==> src/fcc_pkg.sv <==
// Package for the line code converter: payload types, sequencer states,
// decode and encode lookup tables and the escape sequence bytes.
// No dependencies; imported by fcc_result_queue and the top level.
package fcc_pkg;

	localparam int unsigned QUEUE_DEPTH = 16;
	localparam int unsigned QUEUE_AW    = $clog2(QUEUE_DEPTH);

	localparam logic       OP_DECODE = 1'b0;
	localparam logic       OP_ENCODE = 1'b1;
	localparam logic       DEST_TERM = 1'b0;
	localparam logic       DEST_LINE = 1'b1;

	localparam logic [7:0] DEC_NONE   = 8'h00;
	localparam logic [7:0] DEC_COLOUR = 8'h81;
	localparam logic [7:0] DEC_UPPER  = 8'h82;
	localparam logic [7:0] DEC_LOWER  = 8'h83;
	localparam logic [7:0] CHAR_LF    = 8'd10;
	localparam logic [7:0] CHAR_CR    = 8'd13;
	localparam logic [7:0] ENC_NONE   = 8'h00;

	localparam logic [5:0] CODE_LOWER_SHIFT = 6'o75;
	localparam logic [5:0] CODE_UPPER_SHIFT = 6'o71;

	localparam logic [3:0] MAX_RESULTS  = 4'd8;
	localparam logic [2:0] ESC_RED_LAST = 3'd4;
	localparam logic [2:0] ESC_DEF_LAST = 3'd7;

	typedef struct packed {
		logic       operation;
		logic [6:0] value;
	} in_item_t;

	typedef struct packed {
		logic       destination;
		logic [7:0] data;
		logic       last;
	} out_item_t;

	typedef enum logic [2:0] {
		PH_IDLE,
		PH_PLAN,
		PH_LINE,
		PH_DEC,
		PH_ESC,
		PH_LF,
		PH_FLUSH
	} phase_t;

	// Indexed by {upper_case, code}.
	localparam logic [7:0] DEC_ROM [128] = '{
		8'd0, 8'd0, "e", "8", 8'd0, "|", "a", "3",
		" ", "=", "s", "4", "i", "+", "u", "2",
		DEC_COLOUR, ".", "d", "5", "r", "1", "j", "7",
		"n", ",", "f", "6", "c", "-", "k", 8'd0,
		"t", 8'd0, "z", 8'd8, "l", 8'd9, "w", 8'd0,
		"h", 8'd10, "y", 8'd0, "p", 8'd0, "q", 8'd0,
		"o", 8'd0, "b", 8'd0, "g", 8'd0, "9", 8'd0,
		"m", DEC_UPPER, "x", 8'd0, "v", DEC_LOWER, "0", 8'd0,

		8'd0, 8'd0, "E", "8", 8'd0, "_", "A", "3",
		" ", ":", "S", "4", "I", "/", "U", "2",
		DEC_COLOUR, ")", "D", "5", "R", "1", "J", "7",
		"N", "(", "F", "6", "C", "-", "K", 8'd0,
		"T", 8'd0, "Z", 8'd8, "L", 8'd9, "W", 8'd0,
		"H", 8'd10, "Y", 8'd0, "P", 8'd0, "Q", 8'd0,
		"O", 8'd0, "B", 8'd0, "G", 8'd0, "9", 8'd0,
		"M", DEC_UPPER, "X", 8'd0, "V", DEC_LOWER, "0", 8'd0
	};

	// Bits 5..0 line code, bit 6 needs lower case, bit 7 needs upper case.
	localparam logic [7:0] ENC_ROM [128] = '{
		8'o0, 8'o0, 8'o0, 8'o0, 8'o0, 8'o0, 8'o0, 8'o0,
		8'o77, 8'o45, 8'o0, 8'o0, 8'o0, 8'o51, 8'o0, 8'o0,
		8'o0, 8'o0, 8'o0, 8'o0, 8'o0, 8'o0, 8'o0, 8'o0,
		8'o0, 8'o0, 8'o0, 8'o0, 8'o0, 8'o0, 8'o0, 8'o0,

		8'o10, 8'o0, 8'o0, 8'o0, 8'o0, 8'o0, 8'o0, 8'o0,
		8'o231, 8'o221, 8'o0, 8'o115, 8'o131, 8'o135, 8'o121, 8'o215,
		8'o176, 8'o125, 8'o117, 8'o107, 8'o113, 8'o123, 8'o133, 8'o127,
		8'o103, 8'o166, 8'o0, 8'o0, 8'o0, 8'o111, 8'o0, 8'o0,

		8'o0, 8'o206, 8'o262, 8'o234, 8'o222, 8'o202, 8'o232, 8'o264,
		8'o250, 8'o214, 8'o226, 8'o236, 8'o244, 8'o270, 8'o230, 8'o260,
		8'o254, 8'o256, 8'o224, 8'o212, 8'o240, 8'o216, 8'o274, 8'o246,
		8'o272, 8'o252, 8'o242, 8'o0, 8'o0, 8'o0, 8'o0, 8'o205,

		8'o0, 8'o106, 8'o162, 8'o134, 8'o122, 8'o102, 8'o132, 8'o164,
		8'o150, 8'o114, 8'o126, 8'o136, 8'o144, 8'o170, 8'o130, 8'o160,
		8'o154, 8'o156, 8'o124, 8'o112, 8'o140, 8'o116, 8'o174, 8'o146,
		8'o172, 8'o152, 8'o142, 8'o0, 8'o105, 8'o0, 8'o0, 8'o77
	};

	localparam logic [7:0] ESC_RED [5] = '{8'd27, "[", "3", "1", "m"};
	localparam logic [7:0] ESC_DEF [8] = '{8'd27, "[", "3", "9", ";", "4", "9", "m"};

	function automatic logic [7:0] esc_byte(input logic red, input logic [2:0] idx);
		logic [7:0] b;
		b = ESC_DEF[idx];
		if (red) begin
			case (idx)
				3'd0, 3'd1, 3'd2, 3'd3, 3'd4: b = ESC_RED[idx];
				default: b = 8'd0;
			endcase
		end
		return b;
	endfunction

endpackage

==> src/fcc_ram.sv <==
// Generic single-clock RAM with one write port and one registered read port.
// No dependencies.
module fcc_ram #(
	parameter int unsigned WIDTH = 8,
	parameter int unsigned DEPTH = 16
) (
	input  logic                     clk,
	input  logic                     we,
	input  logic [$clog2(DEPTH)-1:0] waddr,
	input  logic [WIDTH-1:0]         wdata,
	input  logic                     re,
	input  logic [$clog2(DEPTH)-1:0] raddr,
	output logic [WIDTH-1:0]         rdata
);

	logic [WIDTH-1:0] mem [DEPTH];

	always_ff @(posedge clk) begin
		if (we) begin
			mem[waddr] <= wdata;
		end
		if (re) begin
			rdata <= mem[raddr];
		end
	end

endmodule

==> src/fcc_result_queue.sv <==
// Result queue: results are held in a RAM and drained through a two-entry
// output stage that hides the registered RAM read.
// Depends on fcc_pkg and fcc_ram.
module fcc_result_queue
	import fcc_pkg::*;
(
	input  logic      clk,
	input  logic      arst_n,
	input  logic      push,
	input  out_item_t push_item,
	output logic      full,
	output logic      out_valid,
	input  logic      out_ready,
	output out_item_t out_item
);

	localparam int unsigned IW = $bits(out_item_t);

	logic [QUEUE_AW-1:0] wr_ptr_q;
	logic [QUEUE_AW-1:0] rd_ptr_q;
	logic [QUEUE_AW:0]   count_q;
	logic                inflight_q;
	logic                out_valid_q;
	logic                skid_valid_q;
	out_item_t           out_q;
	out_item_t           skid_q;
	logic [IW-1:0]       rdata;
	out_item_t           rd_item;
	logic                pop;
	logic                issue;
	logic [1:0]          held;

	fcc_ram #(
		.WIDTH(IW),
		.DEPTH(QUEUE_DEPTH)
	) u_ram (
		.clk  (clk),
		.we   (push),
		.waddr(wr_ptr_q),
		.wdata(push_item),
		.re   (issue),
		.raddr(rd_ptr_q),
		.rdata(rdata)
	);

	assign rd_item   = out_item_t'(rdata);
	assign full      = (count_q == (QUEUE_AW+1)'(QUEUE_DEPTH));
	assign pop       = out_valid_q && out_ready;
	assign held      = 2'(out_valid_q) + 2'(skid_valid_q) + 2'(inflight_q);
	// The output stage never has to take more than two entries.
	assign issue     = (count_q != '0) && (held <= 2'(1) + 2'(pop));
	assign out_valid = out_valid_q;
	assign out_item  = out_q;

	always_ff @(posedge clk or negedge arst_n) begin
		if (!arst_n) begin
			wr_ptr_q     <= '0;
			rd_ptr_q     <= '0;
			count_q      <= '0;
			inflight_q   <= 1'b0;
			out_valid_q  <= 1'b0;
			skid_valid_q <= 1'b0;
		end else begin
			if (push) begin
				wr_ptr_q <= wr_ptr_q + 1'b1;
			end
			if (issue) begin
				rd_ptr_q <= rd_ptr_q + 1'b1;
			end
			count_q    <= count_q + (QUEUE_AW+1)'(push) - (QUEUE_AW+1)'(issue);
			inflight_q <= issue;
			if (pop) begin
				if (skid_valid_q) begin
					skid_valid_q <= inflight_q;
				end else begin
					out_valid_q <= inflight_q;
				end
			end else if (!out_valid_q) begin
				out_valid_q <= inflight_q;
			end else if (inflight_q) begin
				skid_valid_q <= 1'b1;
			end
		end
	end

	always_ff @(posedge clk) begin
		if (pop) begin
			if (skid_valid_q) begin
				out_q <= skid_q;
				if (inflight_q) begin
					skid_q <= rd_item;
				end
			end else if (inflight_q) begin
				out_q <= rd_item;
			end
		end else if (!out_valid_q) begin
			if (inflight_q) begin
				out_q <= rd_item;
			end
		end else if (inflight_q) begin
			skid_q <= rd_item;
		end
	end

endmodule

==> src/flexowriter_code_converter_core.sv <==
// Top level of the line code converter: input register, conversion sequencer
// with case and colour flags, and the result queue.
// Depends on fcc_pkg and fcc_result_queue.
//
//   channel   signals                    payload     direction
//   input     in_valid / in_ready        in_item     decode or encode request
//   output    out_valid / out_ready      out_item    terminal byte or line code
//
// The sequencer produces at most one result per cycle, and none while it
// stalls: an item passes a planning step, a step per emitted result or table
// lookup, and a closing step.
// A new item is taken in the closing cycle of the previous one.
// Results wait in a 16-entry RAM queue; the sequencer stalls when it is full.
// Reset clears both flags (lower case, default colour) and empties the queue.
module flexowriter_code_converter_core
	import fcc_pkg::*;
(
	input  logic      clk,
	input  logic      arst_n,
	input  logic      in_valid,
	output logic      in_ready,
	input  in_item_t  in_item,
	output logic      out_valid,
	input  logic      out_ready,
	output out_item_t out_item
);

	phase_t     phase_q, phase_d;
	logic       upper_q, upper_d;
	logic       red_q, red_d;
	logic       pend_valid_q, pend_valid_d;
	logic [3:0] cnt_q, cnt_d;
	logic       op_q, op_d;
	logic [6:0] val_q, val_d;
	logic [5:0] codes_q [2];
	logic [5:0] codes_d [2];
	logic       idx_q, idx_d;
	logic       last_idx_q, last_idx_d;
	logic [2:0] esc_i_q, esc_i_d;
	out_item_t  pend_q, pend_d;

	logic       emit_req;
	logic       emit_dest;
	logic [7:0] emit_data;
	logic       emit_go;
	logic       stall;
	logic       push;
	out_item_t  push_item;
	logic       q_full;
	logic [7:0] dec_entry;
	logic [7:0] enc_entry;

	assign dec_entry = DEC_ROM[{upper_q, codes_q[idx_q]}];
	assign enc_entry = ENC_ROM[val_q];

	always_comb begin
		phase_d      = phase_q;
		upper_d      = upper_q;
		red_d        = red_q;
		pend_valid_d = pend_valid_q;
		cnt_d        = cnt_q;
		op_d         = op_q;
		val_d        = val_q;
		codes_d      = codes_q;
		idx_d        = idx_q;
		last_idx_d   = last_idx_q;
		esc_i_d      = esc_i_q;
		pend_d       = pend_q;
		emit_req     = 1'b0;
		emit_dest    = DEST_TERM;
		emit_data    = 8'd0;
		in_ready     = 1'b0;
		push         = 1'b0;
		push_item    = pend_q;

		case (phase_q)
			PH_IDLE: begin
				in_ready = 1'b1;
			end
			PH_PLAN: begin
				cnt_d = 4'd0;
				idx_d = 1'b0;
				if (op_q == OP_DECODE) begin
					codes_d[0] = val_q[5:0];
					last_idx_d = 1'b0;
					phase_d    = PH_DEC;
				end else if (enc_entry == ENC_NONE) begin
					phase_d = PH_FLUSH;
				end else begin
					phase_d = PH_LINE;
					// A shift code goes out only when the case has to change.
					if (enc_entry[6] && upper_q) begin
						codes_d[0] = CODE_LOWER_SHIFT;
						codes_d[1] = enc_entry[5:0];
						last_idx_d = 1'b1;
					end else if (enc_entry[7] && !upper_q) begin
						codes_d[0] = CODE_UPPER_SHIFT;
						codes_d[1] = enc_entry[5:0];
						last_idx_d = 1'b1;
					end else begin
						codes_d[0] = enc_entry[5:0];
						last_idx_d = 1'b0;
					end
				end
			end
			PH_LINE: begin
				emit_req  = 1'b1;
				emit_dest = DEST_LINE;
				emit_data = {2'b00, codes_q[idx_q]};
				if (idx_q == last_idx_q) begin
					idx_d   = 1'b0;
					phase_d = PH_DEC;
				end else begin
					idx_d = 1'b1;
				end
			end
			PH_DEC: begin
				case (dec_entry)
					DEC_NONE: begin
					end
					DEC_UPPER: begin
						upper_d = 1'b1;
					end
					DEC_LOWER: begin
						upper_d = 1'b0;
					end
					DEC_COLOUR: begin
						red_d = !red_q;
					end
					CHAR_LF: begin
						emit_req  = 1'b1;
						emit_data = CHAR_CR;
					end
					default: begin
						emit_req  = 1'b1;
						emit_data = dec_entry;
					end
				endcase
				if (dec_entry == DEC_COLOUR) begin
					esc_i_d = 3'd0;
					phase_d = PH_ESC;
				end else if (dec_entry == CHAR_LF) begin
					phase_d = PH_LF;
				end else if (idx_q == last_idx_q) begin
					phase_d = PH_FLUSH;
				end else begin
					idx_d = 1'b1;
				end
			end
			PH_ESC: begin
				// The colour flag already holds its new value here.
				emit_req  = 1'b1;
				emit_data = esc_byte(red_q, esc_i_q);
				if (esc_i_q == (red_q ? ESC_RED_LAST : ESC_DEF_LAST)) begin
					if (idx_q == last_idx_q) begin
						phase_d = PH_FLUSH;
					end else begin
						idx_d   = 1'b1;
						phase_d = PH_DEC;
					end
				end else begin
					esc_i_d = esc_i_q + 3'd1;
				end
			end
			PH_LF: begin
				emit_req  = 1'b1;
				emit_data = CHAR_LF;
				if (idx_q == last_idx_q) begin
					phase_d = PH_FLUSH;
				end else begin
					idx_d   = 1'b1;
					phase_d = PH_DEC;
				end
			end
			PH_FLUSH: begin
				// The held result is the item's final one.
				if (!(pend_valid_q && q_full)) begin
					push           = pend_valid_q;
					push_item.last = 1'b1;
					pend_valid_d   = 1'b0;
					in_ready       = 1'b1;
					phase_d        = PH_IDLE;
				end
			end
			default: begin
				phase_d = PH_IDLE;
			end
		endcase

		if (in_valid && in_ready) begin
			op_d    = in_item.operation;
			val_d   = in_item.value;
			phase_d = PH_PLAN;
		end

		// Results past the eighth are dropped; state effects still apply.
		emit_go = emit_req && (cnt_q < MAX_RESULTS);
		stall   = emit_go && pend_valid_q && q_full;
		if (stall) begin
			phase_d = phase_q;
			idx_d   = idx_q;
			esc_i_d = esc_i_q;
		end else if (emit_go) begin
			push             = pend_valid_q;
			push_item        = pend_q;
			pend_d.destination = emit_dest;
			pend_d.data      = emit_data;
			pend_d.last      = 1'b0;
			pend_valid_d     = 1'b1;
			cnt_d            = cnt_q + 4'd1;
		end
	end

	always_ff @(posedge clk or negedge arst_n) begin
		if (!arst_n) begin
			phase_q      <= PH_IDLE;
			upper_q      <= 1'b0;
			red_q        <= 1'b0;
			pend_valid_q <= 1'b0;
			cnt_q        <= 4'd0;
		end else begin
			phase_q      <= phase_d;
			upper_q      <= upper_d;
			red_q        <= red_d;
			pend_valid_q <= pend_valid_d;
			cnt_q        <= cnt_d;
		end
	end

	always_ff @(posedge clk) begin
		op_q       <= op_d;
		val_q      <= val_d;
		codes_q    <= codes_d;
		idx_q      <= idx_d;
		last_idx_q <= last_idx_d;
		esc_i_q    <= esc_i_d;
		pend_q     <= pend_d;
	end

	fcc_result_queue u_queue (
		.clk      (clk),
		.arst_n   (arst_n),
		.push     (push),
		.push_item(push_item),
		.full     (q_full),
		.out_valid(out_valid),
		.out_ready(out_ready),
		.out_item (out_item)
	);

`ifndef SYNTHESIS
	a_cnt_bound: assert property (@(posedge clk) disable iff (!arst_n)
		cnt_q <= MAX_RESULTS)
		else $error("result count exceeds eight");

	a_ready_phase: assert property (@(posedge clk) disable iff (!arst_n)
		in_ready |-> (phase_q == PH_IDLE || phase_q == PH_FLUSH))
		else $error("input ready while an item is in progress");

	a_no_overflow: assert property (@(posedge clk) disable iff (!arst_n)
		push |-> !q_full)
		else $error("push into a full result queue");

	a_transfer_plan: assert property (@(posedge clk) disable iff (!arst_n)
		(in_valid && in_ready) |=> (phase_q == PH_PLAN && cnt_q == $past(cnt_q)
		&& !pend_valid_q))
		else $error("input transfer did not start a new item cleanly");
`endif

endmodule
==> config.mk <==
export PLATFORM = sky130hd
export DESIGN_NAME = flexowriter_code_converter_core
export DESIGN_NICKNAME = d
export VERILOG_FILES = /design/src/fcc_pkg.sv /design/src/fcc_ram.sv /design/src/fcc_result_queue.sv /design/src/flexowriter_code_converter_core.sv
export SDC_FILE = /design/constraint.sdc
export NUM_CORES = 1
export LEC_CHECK = 0
export BUFFER_PORTS_ARGS = -buffer_cell sky130_fd_sc_hd__buf_2
export CELL_PAD_IN_SITES_DETAIL_PLACEMENT = 0
export CELL_PAD_IN_SITES_GLOBAL_PLACEMENT = 1
export CORE_MARGIN = 10
export CORE_UTILIZATION = 50
export CTS_CLUSTER_SIZE = 8
export DETAILED_ROUTE_END_ITERATION = 8
export PLACE_DENSITY_LB_ADDON = 0.3
export SETUP_SLACK_MARGIN = 0.02
export SYNTH_ARGS = -nofsm -noshare
export SYNTH_HDL_FRONTEND = slang
export SYNTH_SLANG_ARGS = --single-unit
==> constraint.sdc <==
create_clock -name clk -period 5.05 [get_ports clk]
set_clock_uncertainty 0.2 [all_clocks]
set_input_delay 0.505 -clock clk [delete_from_list [all_inputs] [get_ports clk]]
set_output_delay 0.505 -clock clk [all_outputs]
set_load 0.01 [all_outputs]
Word-level counts from Yosys, hierarchy flattened

Memory sizes are Yosys's and may differ from the RTL's. A register that Yosys moved wholly into a read port is not among the register bits.
Cells that the tools add are included.

Logic and storage cells: 199
Output and inout port bits: 12
Memory bits (writable): 160
Bits of input ports: 12
Bits in registers: 80
Memories: 5
ROM bits: 2,176

Add/subtract/negate cells: 9
Bitwise gates (word level): 6
Mux-type cells: 81
Equal/unequal tests: 31
Reductions and logical operators: 35
Magnitude comparators: 6

Memory list:

| memory            | depth | width | read ports | clocked after Yosys merged registers in | write ports | RTL line                              | source |
|---|---|---|---|---|---|---|---|
| (no name shown)   | 128   | 8     | 1          | 0                                       | 0           | flexowriter_code_converter_core.sv:54 | `assign enc_entry = ENC_ROM[val_q];` |
| (no name shown)   | 128   | 8     | 1          | 0                                       | 0           | flexowriter_code_converter_core.sv:53 | `assign dec_entry = DEC_ROM[{upper_q, codes_q[idx_q]}];` |
| u_queue.u_ram.mem | 16    | 10    | 1          | 1                                       | 1           | fcc_ram.sv:16                         | `logic [WIDTH-1:0] mem [DEPTH];` |
| (no name shown)   | 8     | 8     | 1          | 0                                       | 0           | fcc_pkg.sv:102                        | `3'd0, 3'd1, 3'd2, 3'd3, 3'd4: b = ESC_RED[idx];` |
| (no name shown)   | 8     | 8     | 1          | 0                                       | 0           | fcc_pkg.sv:99                         | `b = ESC_DEF[idx];` |

Operators with widths:

| cell                                                                  | count |
|---|---|
| 10-bit two-way mux                                                    | 8 |
| 8-bit two-way mux                                                     | 10 |
| 3-bit two-way mux                                                     | 12 |
| 6-bit two-way mux                                                     | 6 |
| 8-bit one-hot mux with 4 select lines                                 | 1 |
| 1-bit two-way mux                                                     | 31 |
| 8-bit equality test, second input constant                            | 3 |
| 12-bit two-way mux                                                    | 2 |
| 3-bit one-hot mux with 7 select lines                                 | 1 |
| 2-bit != test, second input constant                                  | 9 |
| 8-bit >= comparator, second input constant                            | 2 |
| 8-bit logical NOT                                                     | 2 |
| 7-bit inverter with 8-bit output                                      | 2 |
| 8-bit one-hot mux with 2 select lines                                 | 1 |
| 4-bit by 1-bit adder with 4-bit output, second input constant         | 3 |
| 3-bit by 2-bit equality test with 1-bit output, second input constant | 4 |
| 3-bit equality test, second input constant                            | 4 |
| 4-bit two-way mux                                                     | 3 |
| 2-bit AND reduction                                                   | 6 |
| 2-bit nonzero test                                                    | 5 |
| 5-bit nonzero test                                                    | 2 |
| 1-bit logical AND                                                     | 9 |
| 3-bit != test, second input constant                                  | 3 |
| 8-bit by 4-bit equality test with 1-bit output, second input constant | 1 |
| other kinds (31)                                                      | 38 |

Longest topological paths before layout

Depth after elaboration: 18
Depth in mapped cells: 21
Mapped depth without buffers: 18

Modules after synthesis

A second synthesis with hierarchy kept.

Cell total of the unflattened synthesis: 1,010
Area, all modules: 12,884.9 µm²

By module, submodules not included:

| module                          | cells an instance | area each (µm²) | times used |
|---|---|---|---|
| fcc_ram                         | 279               | 6,453.7         | 1 |
| flexowriter_code_converter_core | 600               | 4,737.0         | 1 |
| fcc_result_queue                | 131               | 1,694.1         | 1 |

Least setup slack after synthesis

Ideal clock, no wire load.

Path kind: register to register
Start point: register idx_q
End point: memory u_queue.u_ram.mem[3][0] (netlist bit), enable pin
Library setup time: 0.390 ns
Slack: 0.680 ns
Cell stages (with the launch flop): 15
Required time: 4.460 ns
Arrival: 3.780 ns
Path through: edfxtp_1 -> buf_6 -> mux2i_1 -> buf_2 -> inv_1 -> ha_1 -> nand2_1 -> a311oi_1 -> a21oi_1 -> a2111oi_2 -> o32ai_1 -> xnor2_1 -> o211ai_2 -> nand2_1 -> nor3_1

Longest elaborated chain between the ends: 18
Elaborated cells between the ends (all ways): 22

RTL lines:

| item                                                     | RTL line                               | source |
|---|---|---|
| start: declaration                                       | flexowriter_code_converter_core.sv:37  | `logic idx_q, idx_d;` |
| start signal: assignment                                 | flexowriter_code_converter_core.sv:234 | `idx_q <= idx_d;` |
| 1-bit inverter with 2-bit output (implied by the code) * | flexowriter_code_converter_core.sv:53  |  |
| 6-bit two-way mux (implied by the code) * (3 in series)  | flexowriter_code_converter_core.sv:53  |  |
| 7-bit inverter with 8-bit output (implied by the code) * | flexowriter_code_converter_core.sv:53  |  |
| memory read 128 x 8 bit *                                | -                                      |  |
| 8-bit two-way mux (implied by the code) * (2 in series)  | flexowriter_code_converter_core.sv:53  |  |
| 8-bit equality test or 8-bit logical NOT (tied branches) | flexowriter_code_converter_core.sv:118 | `case (dec_entry)` |
| 4-bit OR reduction (no line) *                           | -                                      |  |
| 1-bit two-way mux *                                      | flexowriter_code_converter_core.sv:118 |  |
| 1-bit one-hot mux with 2 select lines *                  | flexowriter_code_converter_core.sv:76  | `case (phase_q)` |
| 1-bit logical AND *                                      | flexowriter_code_converter_core.sv:197 | `emit_go = emit_req && (cnt_q < MAX_RESULTS);` |
| 1-bit logical AND (2 in series)                          | flexowriter_code_converter_core.sv:198 | `stall = emit_go && pend_valid_q && q_full;` |
| 1-bit two-way mux *                                      | flexowriter_code_converter_core.sv:199 | `if (stall) begin` |
| named net push                                           | flexowriter_code_converter_core.sv:47  | `logic push;` |
| 1-bit two-way mux *                                      | fcc_ram.sv:19                          | `if (we) begin` |
| 1-bit two-way mux (implied by the code) *                | fcc_ram.sv:20                          | `mem[waddr] <= wdata;` |
| end: declaration                                         | fcc_ram.sv:16                          |  |

The timed path passes the listed nets; every way through them passes the cells marked *. The select of a mux whose other input is x is not followed.

Worst setup path in the final report

Start point: register idx_q
End point: register idx_q, enable pin

Longest elaborated chain between the ends: 17
Elaborated cells between the ends (all ways): 23

RTL lines:

| item                                                     | RTL line |
|---|---|
| 1-bit inverter with 2-bit output (implied by the code) * | flexowriter_code_converter_core.sv:53 |
| 6-bit two-way mux (implied by the code) * (3 in series)  | flexowriter_code_converter_core.sv:53 |
| 7-bit inverter with 8-bit output (implied by the code) * | flexowriter_code_converter_core.sv:53 |
| memory read 128 x 8 bit *                                | - |
| 8-bit two-way mux (implied by the code) * (2 in series)  | flexowriter_code_converter_core.sv:53 |
| 8-bit equality test (tied with other cells)              | flexowriter_code_converter_core.sv:118, flexowriter_code_converter_core.sv:139 |
| 4-bit OR reduction (no line)                             | - |
| 1-bit two-way mux                                        | flexowriter_code_converter_core.sv:118 |
| 1-bit one-hot mux with 2 select lines                    | flexowriter_code_converter_core.sv:76 |
| 1-bit logical AND                                        | flexowriter_code_converter_core.sv:197 |
| 1-bit logical AND (2 in series)                          | flexowriter_code_converter_core.sv:198 |
| 1-bit inverter (no line)                                 | - |
| 5-bit AND reduction (no line) *                          | - |

Mark *: on every way between the ends. The rest lies on a longest branch, timed or not. The select of a mux whose other input is x is not followed.
A chain may end at the register's enable or synchronous reset.

==> flow_metrics.tcl <==
set metrics [dict create \
    grt_pass1_vias 8622 \
    fp.dieH_um 181 \
    detailedPlacementHpwl_um 20300 \
    grt_start_max_net_pins 44 \
    core_mm2 0.0253 \
    place.gp.congestion 0.943 \
    power.net_switching_mw 3.64 \
    syn2layout_area_growth_pct 12.5 \
    maxSlewHeadroom 0.278 \
    hold_ws_ns 0.0399 \
    critPathRequiredTime_ns 4.99 \
    fin_crit_ns 4.57 \
    critPathCaptureType "register" \
    final-hold-violation-count 0 \
    drive_gt1_frac 0.167 \
    path_clk_slew_ns 0.05 \
    dieArea_mm2 0.0328 \
    yosys_warnings 0 \
    cap_violations 0 \
    run_status "completed" \
    internal_power_mw 6.02 \
    fmax_mhz 219 \
    rsz0062_at_grt "no" \
    antenna_left 0 \
    tritoncts "yes" \
    drt-initial-drc-count 917 \
    avgSynthCellArea_um2 12.8 \
    grt_overflow 0 \
    combPwrFrac 0.384 \
    track_usage 0.182 \
    synth-seq-area-share 0.569 \
    place_ws_ns 0.266 \
    syn_nets 1067 \
    port_buffers 23 \
    crit_fanout 14 \
    arrival_ns 4.51 \
    synth_flop_cell "edfxtp_1" \
    fin_ws_ns 0.482 \
    dr.pass1.iters 5 \
    hold_path_class "primary input to register" \
    fp.dieW_um 181 \
    ys_types 74 \
    crit_family "compound AO/OA/AOI/OAI gates" \
    h-tree-depth 2 \
    cp_slowest_cell "nor3_1" \
    vias 8528 \
    finalSetupViolations 0 \
    sw_frac_of_total 0.377 \
    ys_ff_latch 250 \
    max_stage_delay_ns 0.60 \
    start_kind "register" \
    synthArstFlopShare 0.104 \
    fin_crit_sh 0.905 \
    clkSinkCount 250 \
    route.detailed.drc 0 \
    wire_per_inst_um 21.7 \
    grt_pass1_wl_um 48800 \
    path_buf_inv 2 \
    rows 58 \
    antenna_found_initial 0 \
    cts_made_buffers 37 \
    clock_power_share 0.227 \
    cts_setup_buffers 0 \
    num_antenna_cells 0 \
    regArea_mm2 0.00738 \
    slew_violations 0 \
    wirelength_um 30200 \
    setup-tns-final_ns 0 \
    irDropWorstVdd_v 0.000387 \
    syn-cell-area_mm2 0.0130 \
    nets 1106 \
    clockRootBuffer "clkbuf_16" \
    worstMarginPinSlew_ns 1.08 \
    powerDensity_mw_per_mm2 662 \
    insertion_delay_ns 0.52 \
    initial_utilization 0.512 \
    setup.worst_path.class "register to register" \
    path_cells "mux2i_1 -> buf_4 -> inv_2 -> ha_1 -> nand2_1 -> a311oi_1 -> a21oi_1 -> a2111oi_2 -> o32ai_1 -> xnor2_1 -> o311ai_4 -> and2_1 -> nor3_1" \
    multiInputGateArea_mm2 0.00518 \
    p_total_mw 9.66 \
    viasPerCell 6.13 \
    synth_edf_count 224 \
    fill_cells 1967 \
    cts.path.max_buffers 3 \
    io_pins 24 \
    netlist_instances 1011 \
    power_leakage_nw 5.22 \
    p_seq_frac 0.390 \
]
Yosys cell counts, types with 17 or more instances:
cell type	instances	area, um^2
inv_1	41	154
edfxtp_1	224	6730
dfrtp_1	26	651
nand2b_1	19	119
mux4_2	50	1130
nand2_1	72	270
a21oi_1	51	255
ha_1	42	526
nor3_1	27	135
nand3_1	17	85.1
nor2_1	77	289
o21ai_0	59	295
mux2i_1	28	280
clkbuf_1	33	124
timing repair:
item	in CTS	in global routing
hold buffers	9	0
resized for setup	0	3
setup endpoints to repair	0	27
endpoints found under the hold margin	34	0
kinds of logic (layout without fill, tap and decap cells):
family                     count (synthesis)  after routing  synth area share
and+or+nand+nor                          276            276             0.103
DFF                                      250            250             0.569
AOI/OAI and AO/OA                        232            232             0.123
buffers and inverters                    104            154            0.0327
muxes                                     86             86             0.116
adders and majority gates                 46             46            0.0452
xor gates and xnor gates                  17             17            0.0115
layout make-up:
class,instances,area share
Sequential cell,250,0.506
Multi-Input combinational cell,657,0.355
Clock buffer,45,0.0655
Timing Repair Buffer,62,0.0295
Tap cell,330,0.0283
Inverter,42,0.0108
Clock inverter,5,0.00515
registers in the layout (all words and copies together), names as in the netlist, 3 cells and up:
| signal | cells |
|---|---|
| cnt_q | 4 |
| codes_q | 12 |
| phase_q | 3 |
| u_queue.skid_q | 10 |
| u_queue.wr_ptr_q | 4 |
| u_queue.rd_ptr_q | 4 |
| u_queue.count_q | 5 |
| esc_i_q | 3 |
| val_q | 7 |
| u_queue.out_item | 10 |
| u_queue.u_ram.rdata | 10 |
| pend_q | 9 |
| u_queue.u_ram.mem | 160 |
through the flow:
| stage | std cells | utilization | instance area, um^2 |
|---|---|---|---|
| after floorplan | 1011 | - | 13000 |
| final | 1391 | 0.576 | 14600 |
| after CTS | 1391 | 0.576 | 14600 |
| after detailed placement | 1332 | 0.531 | 13500 |
| after global routing | 1391 | 0.576 | 14600 |
| after global placement | 1332 | 0.531 | 13500 |
worst paths after layout:
check	start	to	slack [ns]	depth (start not counted)
max in group asynchronous	arst_n	u_queue.rd_ptr_q[0]	3.86	2
max reg2reg	idx_q	idx_q	0.48	13
min in group asynchronous	arst_n	cnt_q[0]	0.34	2
min	out_ready	u_queue.skid_valid_q	0.04	2
max	idx_q	idx_q	0.48	13
min reg2reg	u_queue.u_ram.rdata[7]	u_queue.skid_q[7]	0.26	0
cell usage in the layout (no fill, tap or decap), drive strengths merged, types with 9 or more instances in the layout:
cell,count
a211oi,11
nor2,77
a21oi,51
ha,42
xnor2,13
nand3,17
clkbuf,45
a31oi,12
nor3,27
mux2i,29
nor2b,10
inv,43
edfxtp,224
o211ai,12
nand2,72
dfrtp,26
buf,53
and3,13
nand2b,19
mux4,50
dlygate4sd3,9
o21ai,61
o22ai,9
power by group through the flow:
stage | Combinational (mW) | Clock (mW) | Sequential, mW
after detailed placement | 3.64 | 0 | 3.80
after global placement | 3.62 | 0 | 3.76
after CTS | 3.68 | 2.23 | 3.77
after global routing | 4.07 | 2.33 | 3.86
final | 3.71 | 2.19 | 3.77
after floorplan | 2.91 | 0 | 3.40
routing by layer:
layer / GRT usage / share of wire
met1: 0.240 / 0.43
met2: 0.301 / 0.48
met4: 0.0687 / 0.034
met3: 0.0262 / 0.051
met5: 0 / 0
No activity file was read; power rests on OpenSTA's default activity.
